### config.mk
export PLATFORM = sky130hd
export DESIGN_NAME = intel_hex_block_reader_unit
export DESIGN_NICKNAME = d
export VERILOG_FILES = /design/src/rtl/ihex_pkg.sv /design/src/rtl/ihex_ram.sv /design/src/rtl/ihex_front.sv /design/src/rtl/ihex_back.sv /design/src/rtl/intel_hex_block_reader_unit.sv
export SDC_FILE = /design/constraint.sdc
export NUM_CORES = 1
export LEC_CHECK = 0
export ABC_AREA = 1
export BUFFER_PORTS_ARGS = -buffer_cell sky130_fd_sc_hd__buf_2
export CORE_UTILIZATION = 45
export DETAILED_ROUTE_END_ITERATION = 6
export HOLD_SLACK_MARGIN = 0.1
export PLACE_DENSITY = 0.71
export SLEW_MARGIN = 20
export SYNTH_ARGS = -nofsm -noshare
export SYNTH_HDL_FRONTEND = slang
export SYNTH_SLANG_ARGS = --single-unit
### constraint.sdc
create_clock -name i_clk -period 8.41 [get_ports i_clk]
set_input_delay 2.523 -clock i_clk [delete_from_list [all_inputs] [get_ports i_clk]]
set_output_delay 2.523 -clock i_clk [all_outputs]
set_load 0.01 [all_outputs]
### src/rtl/ihex_pkg.sv
// ----------------------------------------------------------------------------
// ihex_pkg
// shared types, codes and helpers for the hex record reader
// ----------------------------------------------------------------------------
`default_nettype none
package ihex_pkg;

    localparam int RECORD_BYTES_DEF = 32;
    localparam int BLOCK_BYTES_DEF  = 16384;

    localparam logic [7:0] CH_COLON = 8'h3a;
    localparam logic [7:0] CH_CR    = 8'h0d;
    localparam logic [7:0] CH_LF    = 8'h0a;

    typedef enum logic [1:0] {
        KIND_DATA  = 2'd0,
        KIND_BLOCK = 2'd1,
        KIND_EOF   = 2'd2,
        KIND_ERROR = 2'd3
    } t_kind;

    typedef enum logic [2:0] {
        ERR_NONE      = 3'd0,
        ERR_START     = 3'd1,
        ERR_LONG      = 3'd2,
        ERR_CHECKSUM  = 3'd3,
        ERR_TYPE      = 3'd4,
        ERR_DIGIT     = 3'd5
    } t_err;

    typedef enum logic [2:0] {
        PH_WAIT      = 3'd0,
        PH_DIGITS    = 3'd1,
        PH_AFTER_SUM = 3'd2,
        PH_AFTER_CR  = 3'd3,
        PH_AFTER_LF  = 3'd4,
        PH_HALT      = 3'd5
    } t_phase;

    typedef enum logic [1:0] {
        BS_IDLE  = 2'd0,
        BS_PAGE1 = 2'd1,
        BS_DATA  = 2'd2
    } t_bstate;

    // command codes passed from the parser to the executor
    typedef enum logic [2:0] {
        CMD_ACT   = 3'd0,
        CMD_EOF   = 3'd1,
        CMD_FAIL  = 3'd2
    } t_cmd;

    typedef struct packed {
        logic [7:0] char_code;
        logic       end_of_input;
    } t_in;

    typedef struct packed {
        logic [1:0]  kind;
        logic [7:0]  data_byte;
        logic [14:0] byte_offset;
        logic [15:0] block_addr;
        logic [15:0] page_number;
        logic        section_flag;
        logic [2:0]  error_code;
        logic        last;
    } t_out;

    // one queued command; an act also carries a trailing error for the
    // character that follows an acted record
    typedef struct packed {
        t_cmd        cmd;
        logic [7:0]  rec_type;
        logic [7:0]  rec_len;
        logic [15:0] rec_addr;
        t_err        err;
        logic        then_fail;
    } t_job;

    function automatic logic [4:0] hex_val(input logic [7:0] c);
        logic [4:0] r;
        r = 5'h10;
        if (c >= 8'h30 && c <= 8'h39) r = {1'b0, c[3:0]};
        else if ((c >= 8'h41 && c <= 8'h46) || (c >= 8'h61 && c <= 8'h66))
            r = {1'b0, c[3:0] + 4'd9};
        return r;
    endfunction

endpackage
`default_nettype wire

### src/rtl/ihex_ram.sv
// ----------------------------------------------------------------------------
// ihex_ram
// generic single write, single read ram with registered read
// ----------------------------------------------------------------------------
`default_nettype none
module ihex_ram #(
    parameter int WIDTH = 8,
    parameter int DEPTH = 32,
    localparam int AW = (DEPTH > 1) ? $clog2(DEPTH) : 1
) (
    input  wire logic             i_clk,
    input  wire logic             i_we,
    input  wire logic [AW-1:0]    i_waddr,
    input  wire logic [WIDTH-1:0] i_wdata,
    input  wire logic [AW-1:0]    i_raddr,
    output logic      [WIDTH-1:0] o_rdata
);
    logic [WIDTH-1:0] r_mem [DEPTH];

    always_ff @(posedge i_clk) begin
        if (i_we) r_mem[i_waddr] <= i_wdata;
        o_rdata <= r_mem[i_raddr];
    end
endmodule
`default_nettype wire

### src/rtl/ihex_front.sv
// ----------------------------------------------------------------------------
// ihex_front
// character parser: assembles records, checks them and queues commands
// ----------------------------------------------------------------------------
`default_nettype none
module ihex_front #(
    parameter int RECORD_BYTES = ihex_pkg::RECORD_BYTES_DEF,
    localparam int AW = (RECORD_BYTES > 1) ? $clog2(RECORD_BYTES) : 1
) (
    input  wire logic          i_clk,
    input  wire logic          i_rst_n,
    input  wire logic          i_push,
    input  wire ihex_pkg::t_in i_item,
    output logic               o_full,
    // buffer write port
    output logic               o_we,
    output logic [AW-1:0]      o_waddr,
    output logic [7:0]         o_wdata,
    // command queue
    output logic               o_job_valid,
    output ihex_pkg::t_job     o_job,
    input  wire logic          i_job_ready,
    input  wire logic          i_back_busy
);
    // byte index covers header, data and checksum; digit count is twice that
    localparam int IW = $clog2(RECORD_BYTES + 6);
    localparam int CW = IW + 1;

    ihex_pkg::t_phase r_phase, n_phase;
    logic [3:0]    r_nib, n_nib;
    logic [CW-1:0] r_cnt, n_cnt;
    logic [7:0]    r_len, n_len;
    logic [15:0]   r_addr, n_addr;
    logic [7:0]    r_type, n_type;
    logic [7:0]    r_sum, n_sum;

    logic          take;
    logic [4:0]    hv;
    logic [7:0]    b;
    logic [IW-1:0] idx;
    logic [7:0]    sum_next;
    ihex_pkg::t_job job;
    logic          job_go;
    logic          eoi, is_colon;

    // queue depth one: the executor must be idle before an act is sent so
    // that buffer writes of the next record never overtake it
    assign o_full = o_job_valid || i_back_busy;
    assign take   = i_push && !o_full;
    assign eoi    = i_item.end_of_input;
    assign is_colon = (i_item.char_code == ihex_pkg::CH_COLON);
    assign hv     = ihex_pkg::hex_val(i_item.char_code);
    assign b      = {r_nib, hv[3:0]};
    assign idx    = r_cnt[CW-1:1];
    assign sum_next = r_sum + b;

    always_comb begin
        n_phase = r_phase; n_nib = r_nib; n_cnt = r_cnt; n_len = r_len;
        n_addr = r_addr; n_type = r_type; n_sum = r_sum;
        job = '{cmd: ihex_pkg::CMD_FAIL, rec_type: r_type, rec_len: r_len,
                rec_addr: r_addr, err: ihex_pkg::ERR_NONE, then_fail: 1'b0};
        job_go = 1'b0;
        o_we = 1'b0;
        o_waddr = AW'(idx - IW'(4));
        o_wdata = b;
        if (take) begin
            case (r_phase)
                ihex_pkg::PH_WAIT: begin
                    if (!eoi && is_colon) begin
                        n_phase = ihex_pkg::PH_DIGITS;
                        n_cnt = '0; n_nib = '0; n_sum = '0;
                    end else begin
                        job_go = 1'b1; job.err = ihex_pkg::ERR_START;
                        n_phase = ihex_pkg::PH_HALT;
                    end
                end
                ihex_pkg::PH_DIGITS: begin
                    if (eoi || hv[4]) begin
                        job_go = 1'b1; job.err = ihex_pkg::ERR_DIGIT;
                        n_phase = ihex_pkg::PH_HALT;
                    end else if (!r_cnt[0]) begin
                        n_nib = hv[3:0];
                        n_cnt = r_cnt + CW'(1);
                    end else begin
                        n_cnt = r_cnt + CW'(1);
                        n_sum = sum_next;
                        if (idx == IW'(0)) n_len = b;
                        else if (idx == IW'(1)) n_addr = {b, 8'h00};
                        else if (idx == IW'(2)) n_addr = {r_addr[15:8], b};
                        else if (idx == IW'(3)) begin
                            n_type = b;
                            if (r_len > 8'(RECORD_BYTES)) begin
                                job_go = 1'b1; job.err = ihex_pkg::ERR_LONG;
                                n_phase = ihex_pkg::PH_HALT;
                            end
                        end else if (16'(idx) - 16'd4 < 16'(r_len)) begin
                            o_we = 1'b1;
                        end else if (sum_next != 8'h00) begin
                            job_go = 1'b1; job.err = ihex_pkg::ERR_CHECKSUM;
                            n_phase = ihex_pkg::PH_HALT;
                        end else begin
                            n_phase = ihex_pkg::PH_AFTER_SUM;
                        end
                    end
                end
                ihex_pkg::PH_AFTER_SUM: begin
                    if (!eoi && i_item.char_code == ihex_pkg::CH_CR)
                        n_phase = ihex_pkg::PH_AFTER_CR;
                    else if (!eoi && i_item.char_code == ihex_pkg::CH_LF)
                        n_phase = ihex_pkg::PH_AFTER_LF;
                    else begin
                        job_go = 1'b1; job.cmd = ihex_pkg::CMD_EOF;
                        n_phase = ihex_pkg::PH_HALT;
                    end
                end
                ihex_pkg::PH_AFTER_CR: begin
                    if (!eoi && i_item.char_code == ihex_pkg::CH_LF)
                        n_phase = ihex_pkg::PH_AFTER_LF;
                    else begin
                        job_go = 1'b1; job.cmd = ihex_pkg::CMD_EOF;
                        n_phase = ihex_pkg::PH_HALT;
                    end
                end
                ihex_pkg::PH_AFTER_LF: begin
                    job_go = 1'b1;
                    if (eoi) begin
                        job.cmd = ihex_pkg::CMD_EOF;
                        n_phase = ihex_pkg::PH_HALT;
                    end else begin
                        job.cmd = ihex_pkg::CMD_ACT;
                        if (is_colon && r_type <= 8'd2) begin
                            n_phase = ihex_pkg::PH_DIGITS;
                            n_cnt = '0; n_nib = '0; n_sum = '0;
                        end else begin
                            job.then_fail = !is_colon;
                            job.err = ihex_pkg::ERR_START;
                            n_phase = ihex_pkg::PH_HALT;
                        end
                    end
                end
                default: ;
            endcase
        end
    end

    always_ff @(posedge i_clk) begin
        if (!i_rst_n) begin
            r_phase <= ihex_pkg::PH_WAIT;
            r_nib <= '0; r_cnt <= '0; r_len <= '0; r_addr <= '0;
            r_type <= '0; r_sum <= '0;
            o_job_valid <= 1'b0;
        end else begin
            r_phase <= n_phase; r_nib <= n_nib; r_cnt <= n_cnt; r_len <= n_len;
            r_addr <= n_addr; r_type <= n_type; r_sum <= n_sum;
            if (job_go) o_job_valid <= 1'b1;
            else if (i_job_ready) o_job_valid <= 1'b0;
        end
    end

    always_ff @(posedge i_clk) begin
        if (job_go) o_job <= job;
    end

    // a halted parser never raises another command
    assert property (@(posedge i_clk) disable iff (!i_rst_n)
        r_phase == ihex_pkg::PH_HALT |=> !job_go)
        else $error("command issued after halt");
    assert property (@(posedge i_clk) disable iff (!i_rst_n)
        o_we |-> r_phase == ihex_pkg::PH_DIGITS)
        else $error("buffer write outside digits");
    assert property (@(posedge i_clk) disable iff (!i_rst_n)
        job_go |-> !o_job_valid)
        else $error("command queue overrun");
endmodule
`default_nettype wire

### src/rtl/ihex_back.sv
// ----------------------------------------------------------------------------
// ihex_back
// executor: carries out queued commands and feeds the result queue
// ----------------------------------------------------------------------------
`default_nettype none
module ihex_back #(
    parameter int RECORD_BYTES = ihex_pkg::RECORD_BYTES_DEF,
    parameter int BLOCK_BYTES  = ihex_pkg::BLOCK_BYTES_DEF,
    localparam int AW = (RECORD_BYTES > 1) ? $clog2(RECORD_BYTES) : 1
) (
    input  wire logic           i_clk,
    input  wire logic           i_rst_n,
    input  wire logic           i_job_valid,
    input  wire ihex_pkg::t_job i_job,
    output logic                o_job_ready,
    output logic                o_busy,
    output logic [AW-1:0]       o_raddr,
    input  wire logic [7:0]     i_rdata,
    output logic                o_empty,
    output ihex_pkg::t_out      o_result,
    input  wire logic           i_pop
);
    ihex_pkg::t_bstate r_st, n_st;
    ihex_pkg::t_job    r_job, n_job;
    logic [14:0] r_off, n_off;
    logic [15:0] r_caddr, n_caddr;
    logic [15:0] r_page, n_page;
    logic        r_flag, n_flag, r_ppend, n_ppend;
    logic [7:0]  r_i, n_i;
    logic [7:0]  r_b0, n_b0;
    ihex_pkg::t_out res;
    logic        emit;
    logic        can_emit;

    assign can_emit = o_empty || i_pop;
    assign o_busy   = (r_st != ihex_pkg::BS_IDLE);
    assign o_job_ready = !o_busy && can_emit;
    // registered read: i_rdata holds byte r_i-1, so address byte n_i-1
    assign o_raddr  = AW'(n_i - 8'd1);

    always_comb begin
        n_st = r_st; n_job = r_job; n_off = r_off; n_caddr = r_caddr;
        n_page = r_page; n_flag = r_flag; n_ppend = r_ppend; n_i = r_i;
        n_b0 = r_b0;
        emit = 1'b0;
        res = '{kind: ihex_pkg::KIND_ERROR, data_byte: 8'h00, byte_offset: r_off,
                block_addr: r_caddr, page_number: r_page, section_flag: r_flag,
                error_code: ihex_pkg::ERR_NONE, last: 1'b1};
        case (r_st)
            ihex_pkg::BS_IDLE: begin
                if (i_job_valid && can_emit) begin
                    n_job = i_job;
                    case (i_job.cmd)
                        ihex_pkg::CMD_FAIL: begin
                            emit = 1'b1; res.error_code = i_job.err;
                        end
                        ihex_pkg::CMD_EOF: begin
                            if (r_ppend) begin
                                n_caddr = i_job.rec_addr; res.block_addr = i_job.rec_addr;
                            end
                            n_ppend = 1'b0;
                            emit = 1'b1; res.kind = ihex_pkg::KIND_EOF;
                            res.block_addr = r_ppend ? i_job.rec_addr : r_caddr;
                        end
                        default: begin
                            n_st = ihex_pkg::BS_DATA; n_i = '0;
                            if (r_ppend) n_caddr = i_job.rec_addr;
                            n_ppend = 1'b0;
                            if (i_job.rec_type == 8'd2) n_st = ihex_pkg::BS_PAGE1;
                            // for data and page records, reads begin at index 0
                            n_i = (i_job.rec_type == 8'd0 || i_job.rec_type == 8'd2)
                                  ? 8'd1 : 8'd0;
                        end
                    endcase
                end
            end
            ihex_pkg::BS_PAGE1: begin
                // i_rdata is byte 0 here; read byte 1 next
                n_b0 = i_rdata; n_st = ihex_pkg::BS_DATA; n_i = 8'd2;
            end
            default: begin
                case (r_job.rec_type)
                    8'd0: begin
                        if (r_i - 8'd1 >= r_job.rec_len) begin
                            if (r_job.then_fail) begin
                                if (can_emit) begin
                                    emit = 1'b1; res.error_code = r_job.err;
                                    n_st = ihex_pkg::BS_IDLE;
                                end
                            end else n_st = ihex_pkg::BS_IDLE;
                        end else if (can_emit) begin
                            emit = 1'b1; res.kind = ihex_pkg::KIND_DATA;
                            res.data_byte = i_rdata;
                            res.last = !r_job.then_fail && (r_i >= r_job.rec_len);
                            n_off = r_off + 15'd1;
                            n_i = r_i + 8'd1;
                            if ({1'b0, r_off} + 16'd1 >= 16'(BLOCK_BYTES)) begin
                                // block cap: emit completion, drop the rest
                                n_job.rec_type = 8'd4;
                                n_st = ihex_pkg::BS_PAGE1;
                                n_job.rec_len = 8'hff;
                                res.last = 1'b0;
                            end
                        end
                    end
                    8'd1: begin
                        if (r_off != '0 && !r_i[0]) begin
                            if (can_emit) begin
                                emit = 1'b1; res.kind = ihex_pkg::KIND_BLOCK;
                                res.last = !r_job.then_fail;
                                n_off = '0; n_ppend = 1'b0; n_i = 8'd1;
                            end
                        end else if (r_job.then_fail) begin
                            if (can_emit) begin
                                n_caddr = '0; n_page = '0; n_flag = !r_flag;
                                emit = 1'b1; res.error_code = r_job.err;
                                res.block_addr = '0; res.page_number = '0;
                                res.section_flag = !r_flag;
                                n_st = ihex_pkg::BS_IDLE;
                            end
                        end else begin
                            n_caddr = '0; n_page = '0; n_flag = !r_flag;
                            n_st = ihex_pkg::BS_IDLE;
                        end
                    end
                    8'd2: begin
                        if (r_i == 8'd2) begin
                            n_page = {r_b0, i_rdata}; n_ppend = 1'b1; n_i = 8'd3;
                            if (!r_job.then_fail) n_st = ihex_pkg::BS_IDLE;
                        end else if (can_emit) begin
                            emit = 1'b1; res.error_code = r_job.err;
                            n_st = ihex_pkg::BS_IDLE;
                        end
                    end
                    8'd3: begin
                        if (can_emit) begin
                            emit = 1'b1; res.kind = ihex_pkg::KIND_EOF;
                            n_st = ihex_pkg::BS_IDLE;
                        end
                    end
                    default: begin
                        if (can_emit) begin
                            emit = 1'b1;
                            res.error_code = r_job.err;
                            n_st = ihex_pkg::BS_IDLE;
                            if (r_job.rec_len == 8'hff) begin
                                // tail of a capped block
                                res.kind = ihex_pkg::KIND_BLOCK;
                                res.error_code = ihex_pkg::ERR_NONE;
                                n_off = '0; n_ppend = 1'b0;
                                n_job.rec_len = '0; n_job.rec_type = 8'd3;
                                res.last = !r_job.then_fail;
                                n_st = r_job.then_fail ? ihex_pkg::BS_DATA
                                                       : ihex_pkg::BS_IDLE;
                                n_job.rec_type = 8'd0;
                                n_i = 8'd1;
                            end else begin
                                res.error_code = ihex_pkg::ERR_TYPE;
                            end
                        end
                    end
                endcase
            end
        endcase
    end

    always_ff @(posedge i_clk) begin
        if (!i_rst_n) begin
            r_st <= ihex_pkg::BS_IDLE;
            r_off <= '0; r_caddr <= '0; r_page <= '0; r_flag <= 1'b1;
            r_ppend <= 1'b0; r_i <= '0;
            o_empty <= 1'b1;
        end else begin
            r_st <= n_st; r_off <= n_off; r_caddr <= n_caddr; r_page <= n_page;
            r_flag <= n_flag; r_ppend <= n_ppend; r_i <= n_i;
            if (emit) o_empty <= 1'b0;
            else if (i_pop) o_empty <= 1'b1;
        end
    end

    always_ff @(posedge i_clk) begin
        r_job <= n_job; r_b0 <= n_b0;
        if (emit) o_result <= res;
    end

    assert property (@(posedge i_clk) disable iff (!i_rst_n)
        emit |-> can_emit)
        else $error("result overwritten");
    assert property (@(posedge i_clk) disable iff (!i_rst_n)
        (i_job_valid && o_job_ready) |-> r_st == ihex_pkg::BS_IDLE)
        else $error("command taken while busy");
    assert property (@(posedge i_clk) disable iff (!i_rst_n)
        emit && res.kind != ihex_pkg::KIND_ERROR |-> res.error_code == ihex_pkg::ERR_NONE)
        else $error("error code on non-error result");
endmodule
`default_nettype wire

### src/rtl/intel_hex_block_reader_unit.sv
// ----------------------------------------------------------------------------
// intel_hex_block_reader_unit
// hex record reader: characters in, data bytes and block events out
// ----------------------------------------------------------------------------
// usage
//   input queue: present one character (or end of input) with push; it is
//   taken when full is low. results appear while empty is low and are
//   removed with pop; each result's last bit closes one input transaction.
//   the front parser takes one character a cycle while it only assembles a
//   record; when a record is acted on it hands a command to the executor and
//   stalls (full high) until the executor finishes. the executor reads a
//   data record's bytes through the registered read of the record buffer;
//   commands pass through a command register and results through a result
//   register.
//   a stalled receiver (pop low) holds the executor and then the parser.
//   reset (synchronous, active low) returns to waiting for a ':' with the
//   flag set; the record buffer is not cleared. errors and end of file halt
//   the reader until reset.
// ----------------------------------------------------------------------------
`default_nettype none
module intel_hex_block_reader_unit #(
    parameter int RECORD_BYTES = ihex_pkg::RECORD_BYTES_DEF,
    parameter int BLOCK_BYTES  = ihex_pkg::BLOCK_BYTES_DEF
) (
    input  wire logic           i_clk,
    input  wire logic           i_rst_n,
    input  wire logic           push,
    input  wire ihex_pkg::t_in  i_item,
    output logic                full,
    output logic                empty,
    output ihex_pkg::t_out      o_result,
    input  wire logic           pop
);
    localparam int AW = (RECORD_BYTES > 1) ? $clog2(RECORD_BYTES) : 1;

    // buffer ports
    logic          we;
    logic [AW-1:0] waddr, raddr;
    logic [7:0]    wdata, rdata;
    // command channel between parser and executor
    logic           job_valid, job_ready, back_busy;
    ihex_pkg::t_job job;

    ihex_front #(.RECORD_BYTES(RECORD_BYTES)) u_front (
        .i_clk(i_clk), .i_rst_n(i_rst_n), .i_push(push), .i_item(i_item),
        .o_full(full), .o_we(we), .o_waddr(waddr), .o_wdata(wdata),
        .o_job_valid(job_valid), .o_job(job), .i_job_ready(job_ready),
        .i_back_busy(back_busy)
    );

    ihex_ram #(.WIDTH(8), .DEPTH(RECORD_BYTES)) u_buf (
        .i_clk(i_clk), .i_we(we), .i_waddr(waddr), .i_wdata(wdata),
        .i_raddr(raddr), .o_rdata(rdata)
    );

    ihex_back #(.RECORD_BYTES(RECORD_BYTES), .BLOCK_BYTES(BLOCK_BYTES)) u_back (
        .i_clk(i_clk), .i_rst_n(i_rst_n), .i_job_valid(job_valid), .i_job(job),
        .o_job_ready(job_ready), .o_busy(back_busy), .o_raddr(raddr),
        .i_rdata(rdata), .o_empty(empty), .o_result(o_result), .i_pop(pop)
    );

    // an input transaction is never taken while the executor works
    assert property (@(posedge i_clk) disable iff (!i_rst_n)
        back_busy |-> full)
        else $error("input taken during execution");
    assert property (@(posedge i_clk) disable iff (!i_rst_n)
        job_valid |-> full)
        else $error("input taken with command pending");
    assert property (@(posedge i_clk) disable iff (!i_rst_n)
        we |-> !back_busy)
        else $error("buffer written during execution");
endmodule
`default_nettype wire

After elaboration in Yosys (flattened, before gate mapping)

Memories as Yosys holds them, arrays and structs flattened. A register that Yosys moved wholly into a read port is not among the register bits.
Cells that the tools add are included.

Add/sub/neg operators: 10
Multiply operators: 0
Div/mod/pow operators: 0
Order comparisons: 12
Equality and inequality tests: 53
Shift-type cells: 0
Mux-type cells: 191
Bitwise gates (word level): 12
Reductions and logical operators: 68

Operators with widths:

| cell                                                | number |
|---|---|
| two-way mux 16 bit                                  | 16 |
| case mux 16 bit (2 select lines)                    | 5 |
| two-way mux 36 bit                                  | 4 |
| two-way mux 8 bit                                   | 15 |
| two-way mux 15 bit                                  | 6 |
| two-way mux 3 bit                                   | 28 |
| two-way mux 1 bit                                   | 56 |
| two-way mux 2 bit                                   | 23 |
| case mux 15 bit (3 select lines)                    | 1 |
| two-way mux 33 bit                                  | 1 |
| equality test 8 x 2 -> 1 bit, second input constant | 4 |
| case mux 8 bit (4 select lines)                     | 1 |
| AND reduction 6 bit                                 | 5 |
| two-way mux 4 bit                                   | 7 |
| two-way mux 7 bit                                   | 4 |
| AND reduction 7 bit                                 | 4 |
| case mux 8 bit (3 select lines)                     | 1 |
| case mux 7 bit (3 select lines)                     | 1 |
| two-way mux 10 bit                                  | 2 |
| != test 2 bit, second input constant                | 9 |
| case mux 3 bit (3 select lines)                     | 2 |
| two-way mux 17 bit                                  | 1 |
| adder 15 x 1 -> 16 bit, second input constant       | 1 |
| equality test 8 x 4 -> 1 bit, second input constant | 2 |
| other kinds (71)                                    | 147 |

Bits in registers: 260
Latch bits: 0
Bits in writable memories: 256
ROM bits: 0
Output and inout bits: 64
Word-level logic and storage cells: 384
Memories: 1

Memory list:

| name        | depth | width | rd ports | clocked after Yosys merged registers in | write ports | RTL line       | text |
|---|---|---|---|---|---|---|---|
| u_buf.r_mem | 32    | 8     | 1        | 1                                       | 1           | ihex_ram.sv:18 | `logic [WIDTH-1:0] r_mem [DEPTH];` |

Longest topological paths before layout

Depth after elaboration: 18
Mapped depth: 28
Depth with buffers taken out: 26

Cells and area by module

A second synthesis with hierarchy kept.

Cell total of the unflattened synthesis: 2444
Area, all modules: 23381.2 sq um

By module, submodules not included:

| module     | instances | cells each | area an instance (sq um) | seq. area each (sq um) |
|---|---|---|---|---|
| ihex_ram   | 1         | 922        | 10786.6                  | 7847.5 |
| ihex_back  | 1         | 949        | 7915.1                   | 3903.7 |
| ihex_front | 1         | 573        | 4679.5                   | 2242.2 |

Worst setup path after synthesis

Ideal clock, no wire load.

Path type: input -> register
From: in i_item[2] (netlist name)
To: reg u_front.o_job[0] (netlist name), enable pin
Setup time: 0.393 ns
Data arrival time: 6.944 ns
Required time: 8.017 ns
Path slack: 1.073 ns
Cell stages on the path: 21
Path buffers: 0
Cells stage by stage: inv_1 -> ha_1 -> inv_1 -> a31oi_1 -> nand2_1 -> o21ai_0 -> ha_1 -> fa_1 -> nand3_1 -> nand2_1 -> a21oi_1 -> o21bai_1 -> xor2_1 -> nor2_1 -> nand2_1 -> nand2_1 -> nand2_1 -> nand3_1 -> nand2_1 -> nand2_1 -> inv_1

Longest elaborated chain between the ends: 17

Ends and longest elaborated chain:

| item                                                                                              | RTL line                          | text |
|---|---|---|
| from (decl)                                                                                       | intel_hex_block_reader_unit.sv:28 | `input wire ihex_pkg::t_in i_item,` |
| greater-or-equal comparator 8 x 7 -> 1 bit / <= comparator 8 x 7 -> 1 bit (equally long branches) | ihex_pkg.sv:84                    | `else if ((c >= 8'h41 && c <= 8'h46) \|\| (c >= 8'h61 && c <= 8'h66))` |
| logical AND 1 bit                                                                                 | ihex_pkg.sv:84                    |  |
| logical OR 1 bit                                                                                  | ihex_pkg.sv:84                    |  |
| two-way mux 5 bit                                                                                 | ihex_pkg.sv:84                    |  |
| two-way mux 5 bit *                                                                               | ihex_pkg.sv:83                    | `if (c >= 8'h30 && c <= 8'h39) r = {1'b0, c[3:0]};` |
| named net u_buf.i_wdata[0]                                                                        | ihex_ram.sv:14                    | `input wire logic [WIDTH-1:0] i_wdata,` |
| adder 8 bit *                                                                                     | ihex_front.sv:55                  | `assign sum_next = r_sum + b;` |
| nonzero test 8 bit *                                                                              | ihex_front.sv:98                  | `end else if (sum_next != 8'h00) begin` |
| [... 3 more ...]                                                                                  | -                                 |  |
| two-way mux 1 bit *                                                                               | ihex_front.sv:89                  | `else if (idx == IW'(2)) n_addr = {r_addr[15:8], b};` |
| two-way mux 1 bit *                                                                               | ihex_front.sv:88                  | `else if (idx == IW'(1)) n_addr = {b, 8'h00};` |
| two-way mux 1 bit *                                                                               | ihex_front.sv:87                  | `if (idx == IW'(0)) n_len = b;` |
| two-way mux 1 bit *                                                                               | ihex_front.sv:81                  | `end else if (!r_cnt[0]) begin` |
| two-way mux 1 bit *                                                                               | ihex_front.sv:78                  | `if (eoi \|\| hv[4]) begin` |
| case mux 1 bit (5 select lines) *                                                                 | ihex_front.sv:67                  | `case (r_phase)` |
| two-way mux 1 bit *                                                                               | ihex_front.sv:66                  | `if (take) begin` |
| named net u_front.job_go                                                                          | ihex_front.sv:43                  | `logic job_go;` |
| to (signal assigned)                                                                              | ihex_front.sv:161                 | `if (job_go) o_job <= job;` |
| to (decl)                                                                                         | ihex_front.sv:21                  | `output ihex_pkg::t_job o_job,` |

Mark *: on every way through the listed nets, which the timed path passes. The rest lies on a longest branch.
A chain may end at the register's enable or synchronous reset.

Worst setup path after layout

From: in i_item[1] (netlist name)
To: reg u_front.o_job[14] (netlist name), enable pin

Same word-level chain as after synthesis.

==> flow_metrics.tcl <==
set metrics [dict create \
    cts_buffers 50 \
    hold_path_class "reg -> reg" \
    synth_nets 2385 \
    start_kind "input pin" \
    drtIter0Drc 1906 \
    pre_cts_slack_ns 1.17 \
    vdd_drop_max_mv 0.460 \
    fin_crit_ns 6.37 \
    vias 17100 \
    final_nets 2433 \
    first_pass_iters 6 \
    fin_crit_sh_pct 75.7 \
    first_global_vias 16200 \
    antenna_left 0 \
    cts_tree "yes" \
    initial_core_util_pct 45.7 \
    synthTopCellsByArea "edfxtp_1 (50%), dfxtp_1 (11%), nand3_1 (9.4%), nand2_1 (7.2%), inv_1 (3.5%)" \
    end_kind "flip-flop" \
    max_freq_ghz 0.157 \
    ys_seq_area_share_pct 61.0 \
    synth_commonest_cells "nand2_1 (438), nand3_1 (430), edfxtp_1 (384)" \
    layout-drive-gt1-share_pct 10.1 \
    crit_start "i_item[1]" \
    ys.flop_type "edfxtp_1" \
    root_buffer "clkbuf_16" \
    hold_start "u_front.r_addr[0]" \
    grt_max_degree 82 \
    criticalPathCategory "in -> reg" \
    overflow 0 \
    total_power_mw 8.54 \
    synth_cells 2324 \
    p_leak_nw 9.62 \
    postSynth.asyncResetShare_pct 0 \
    fill_cells 4414 \
    status "complete, no violations" \
    syn_area_um2 22900 \
    clockBufferDepth 3 \
    synth_seq_cells 507 \
    netlist.area_leader.share_pct 50.3 \
    antenna_found_initial 0 \
    reg2reg_from "u_back.r_i[0]" \
    drv_cap 0 \
    io_buffers 76 \
    wl_per_cell_um 18.6 \
    final-hold-violation-count 0 \
    area_delta_synth_final_pct 11.2 \
    coreArea_um2 50200 \
    tns_ns 0 \
    cts_sinks 507 \
    avgSynthCellArea_um2 9.86 \
    post-route-cell-area_um2 25500 \
    gp_congestion 0.937 \
    pin_count 77 \
    fin_skew_ns 0.0249 \
    synth_top_area_cell "edfxtp_1" \
    crit_top_cell "nand2_1" \
    cpPeakStageDelay_ns 0.56 \
    worst-slew-pin-transition_ns 1.13 \
    synth_cell_types 54 \
    die-height_um 228 \
    fin_ws_ns 2.04 \
    htreeDepth 2 \
    hpwl_mm 37.8 \
    synth_edf_count 384 \
    viasPerCell 5.55 \
    holdWs_ns 0.433 \
    worst_r2r_path_depth 23 \
    antennaDiodeCount 0 \
    crit_chain "buf_2 > inv_1 > ha_1 > a21oi_1 > o21ai_0 > nand2_1 > inv_1 > a21oi_1 > inv_2 > fa_1 > nand3_1 > nand2_1 > a21oi_1 > o21bai_1 > xor2_1 > nor2_1 > nand2_1 > nand2_1 > nand2_1 > nand3_1 > nand2_1 > nand2_1 > inv_1 > buf_4" \
    cts_hold_buf 0 \
    grt.total_usage_pct 21.9 \
    die_area_um2 51800 \
    clk_latency_ns 0.61 \
    seqCellArea_um2 14000 \
    ys_warn_count 0 \
    slew-limit-headroom_pct 24.5 \
    slew_violations 0 \
    hold_depth 0 \
    multi_input_area_um2 7590 \
    slowest_stage "fa_1" \
    die_w_um 228 \
    required_ns 8.66 \
    post_cts_resized 0 \
    path_clk_slew_ns 0.06 \
    cts_setup_buffers 0 \
    crit_path_max_fanout 38 \
    placedInstanceArea_um2 23800 \
    cp.arrival_ns 6.61 \
    synth.most_common_cell "nand2_1" \
    rsz0062_at_grt "false" \
    grt_pass1_wl_mm 90.6 \
    postRouteWirelength_mm 57.5 \
    rows 82 \
    powerDensity_nw_per_um2 335 \
    drc 0 \
    setup_viol 0 \
]
final timing paths:
check	to	slack, ns
worst max-delay path	u_front.o_job[14]	2.04
worst max register to register	u_buf.o_rdata[7]	2.27
worst min-delay path	u_front.o_job[4]	0.43
worst min register to register	u_front.o_job[4]	0.43
critical path, delay by kind of cell:
family	cells	cell delay, ns
AND/OR/NAND/NOR	10	0.89
adder cells (fa/ha/maj)	2	0.79
XOR/XNOR	1	0.18
buffers and inverters	6	1.20
AO/OA/AOI/OAI	5	1.00
stage by stage:
step,cells,utilization [%]
floorplan,2324,-
global placement,2992,47.4
detailed placement,2992,47.5
CTS,3086,50.8
global route,3086,50.8
finish,3086,50.8
where the power goes:
group          internal (mW)  leakage, nW  switching (mW)
Clock                   1.29        0.836           0.980
Combinational          0.876         4.20            2.15
Sequential              3.06         4.58           0.173
Total                   5.23         9.62            3.31
cells by family after synthesis:
group,Yosys count,synth area share [%]
flops,507,61.0
xor+xnor,22,0.873
simple gates,1165,22.9
buf+inv,327,6.03
compound gates,255,6.50
fa+ha+maj,48,2.65
sequential cells by signal (all words and copies together) (netlist names):
| register | count |
|---|---|
| u_back.o_result | 62 |
| u_back.r_st | 2 |
| u_front.r_phase | 3 |
| u_front.r_addr | 16 |
| u_buf.o_rdata | 8 |
| u_back.r_ppend | 1 |
| u_back.r_off | 15 |
| u_front.r_type | 8 |
| u_front.r_len | 8 |
| u_back.r_caddr | 16 |
| u_back.r_b0 | 8 |
| u_front.o_job_valid | 1 |
| u_back.r_flag | 1 |
| u_back.r_job | 20 |
| u_back.r_page | 16 |
| u_back.o_empty | 1 |
| u_back.r_i | 8 |
| u_buf.r_mem | 256 |
| u_front.o_job | 38 |
| u_front.r_sum | 8 |
| u_front.r_nib | 4 |
| u_front.r_cnt | 7 |
final cells by class:
type                    count  share of cell area, %
multi-input cells        1490                   29.8
repair buffers             94                   2.02
flip-flops and latches    507                   54.9
inverters                 229                   3.39
clock inverters            32                   1.22
well taps                 672                   3.30
clock buffers              62                   5.36
routing by layer:
| metal | global-route usage, % | vias to the layer above | part of all wire, % |
|---|---|---|---|
| li1 | - | 8144 | - |
| met1 | 31.0 | 8177 | 45 |
| met2 | 34.3 | 685 | 46 |
| met3 | 3.62 | 107 | 7.3 |
| met4 | 7.09 | 0 | 2.5 |
| met5 | 0 | - | 0 |
cells in the final DEF (no fill, tap or decap), types with 6 or more instances in the layout:
cell / n
nor4_1: 14
a211oi_1: 34
nor3_1: 22
nand2_1: 437
a22oi_1: 15
xor2_1: 18
o21ai_0: 67
buf_2: 76
nand4_1: 15
edfxtp_1: 384
clkbuf_1: 6
a21oi_1: 88
inv_1: 212
dfxtp_1: 120
inv_2: 13
nor2_2: 14
clkinv_2: 15
ha_1: 46
nand2_2: 7
nor2_1: 195
o21ai_1: 11
nand3_1: 430
buf_4: 18
o22ai_1: 11
clkinv_1: 8
clkbuf_16: 51
Note: power is estimated with default switching activity, not from simulation.
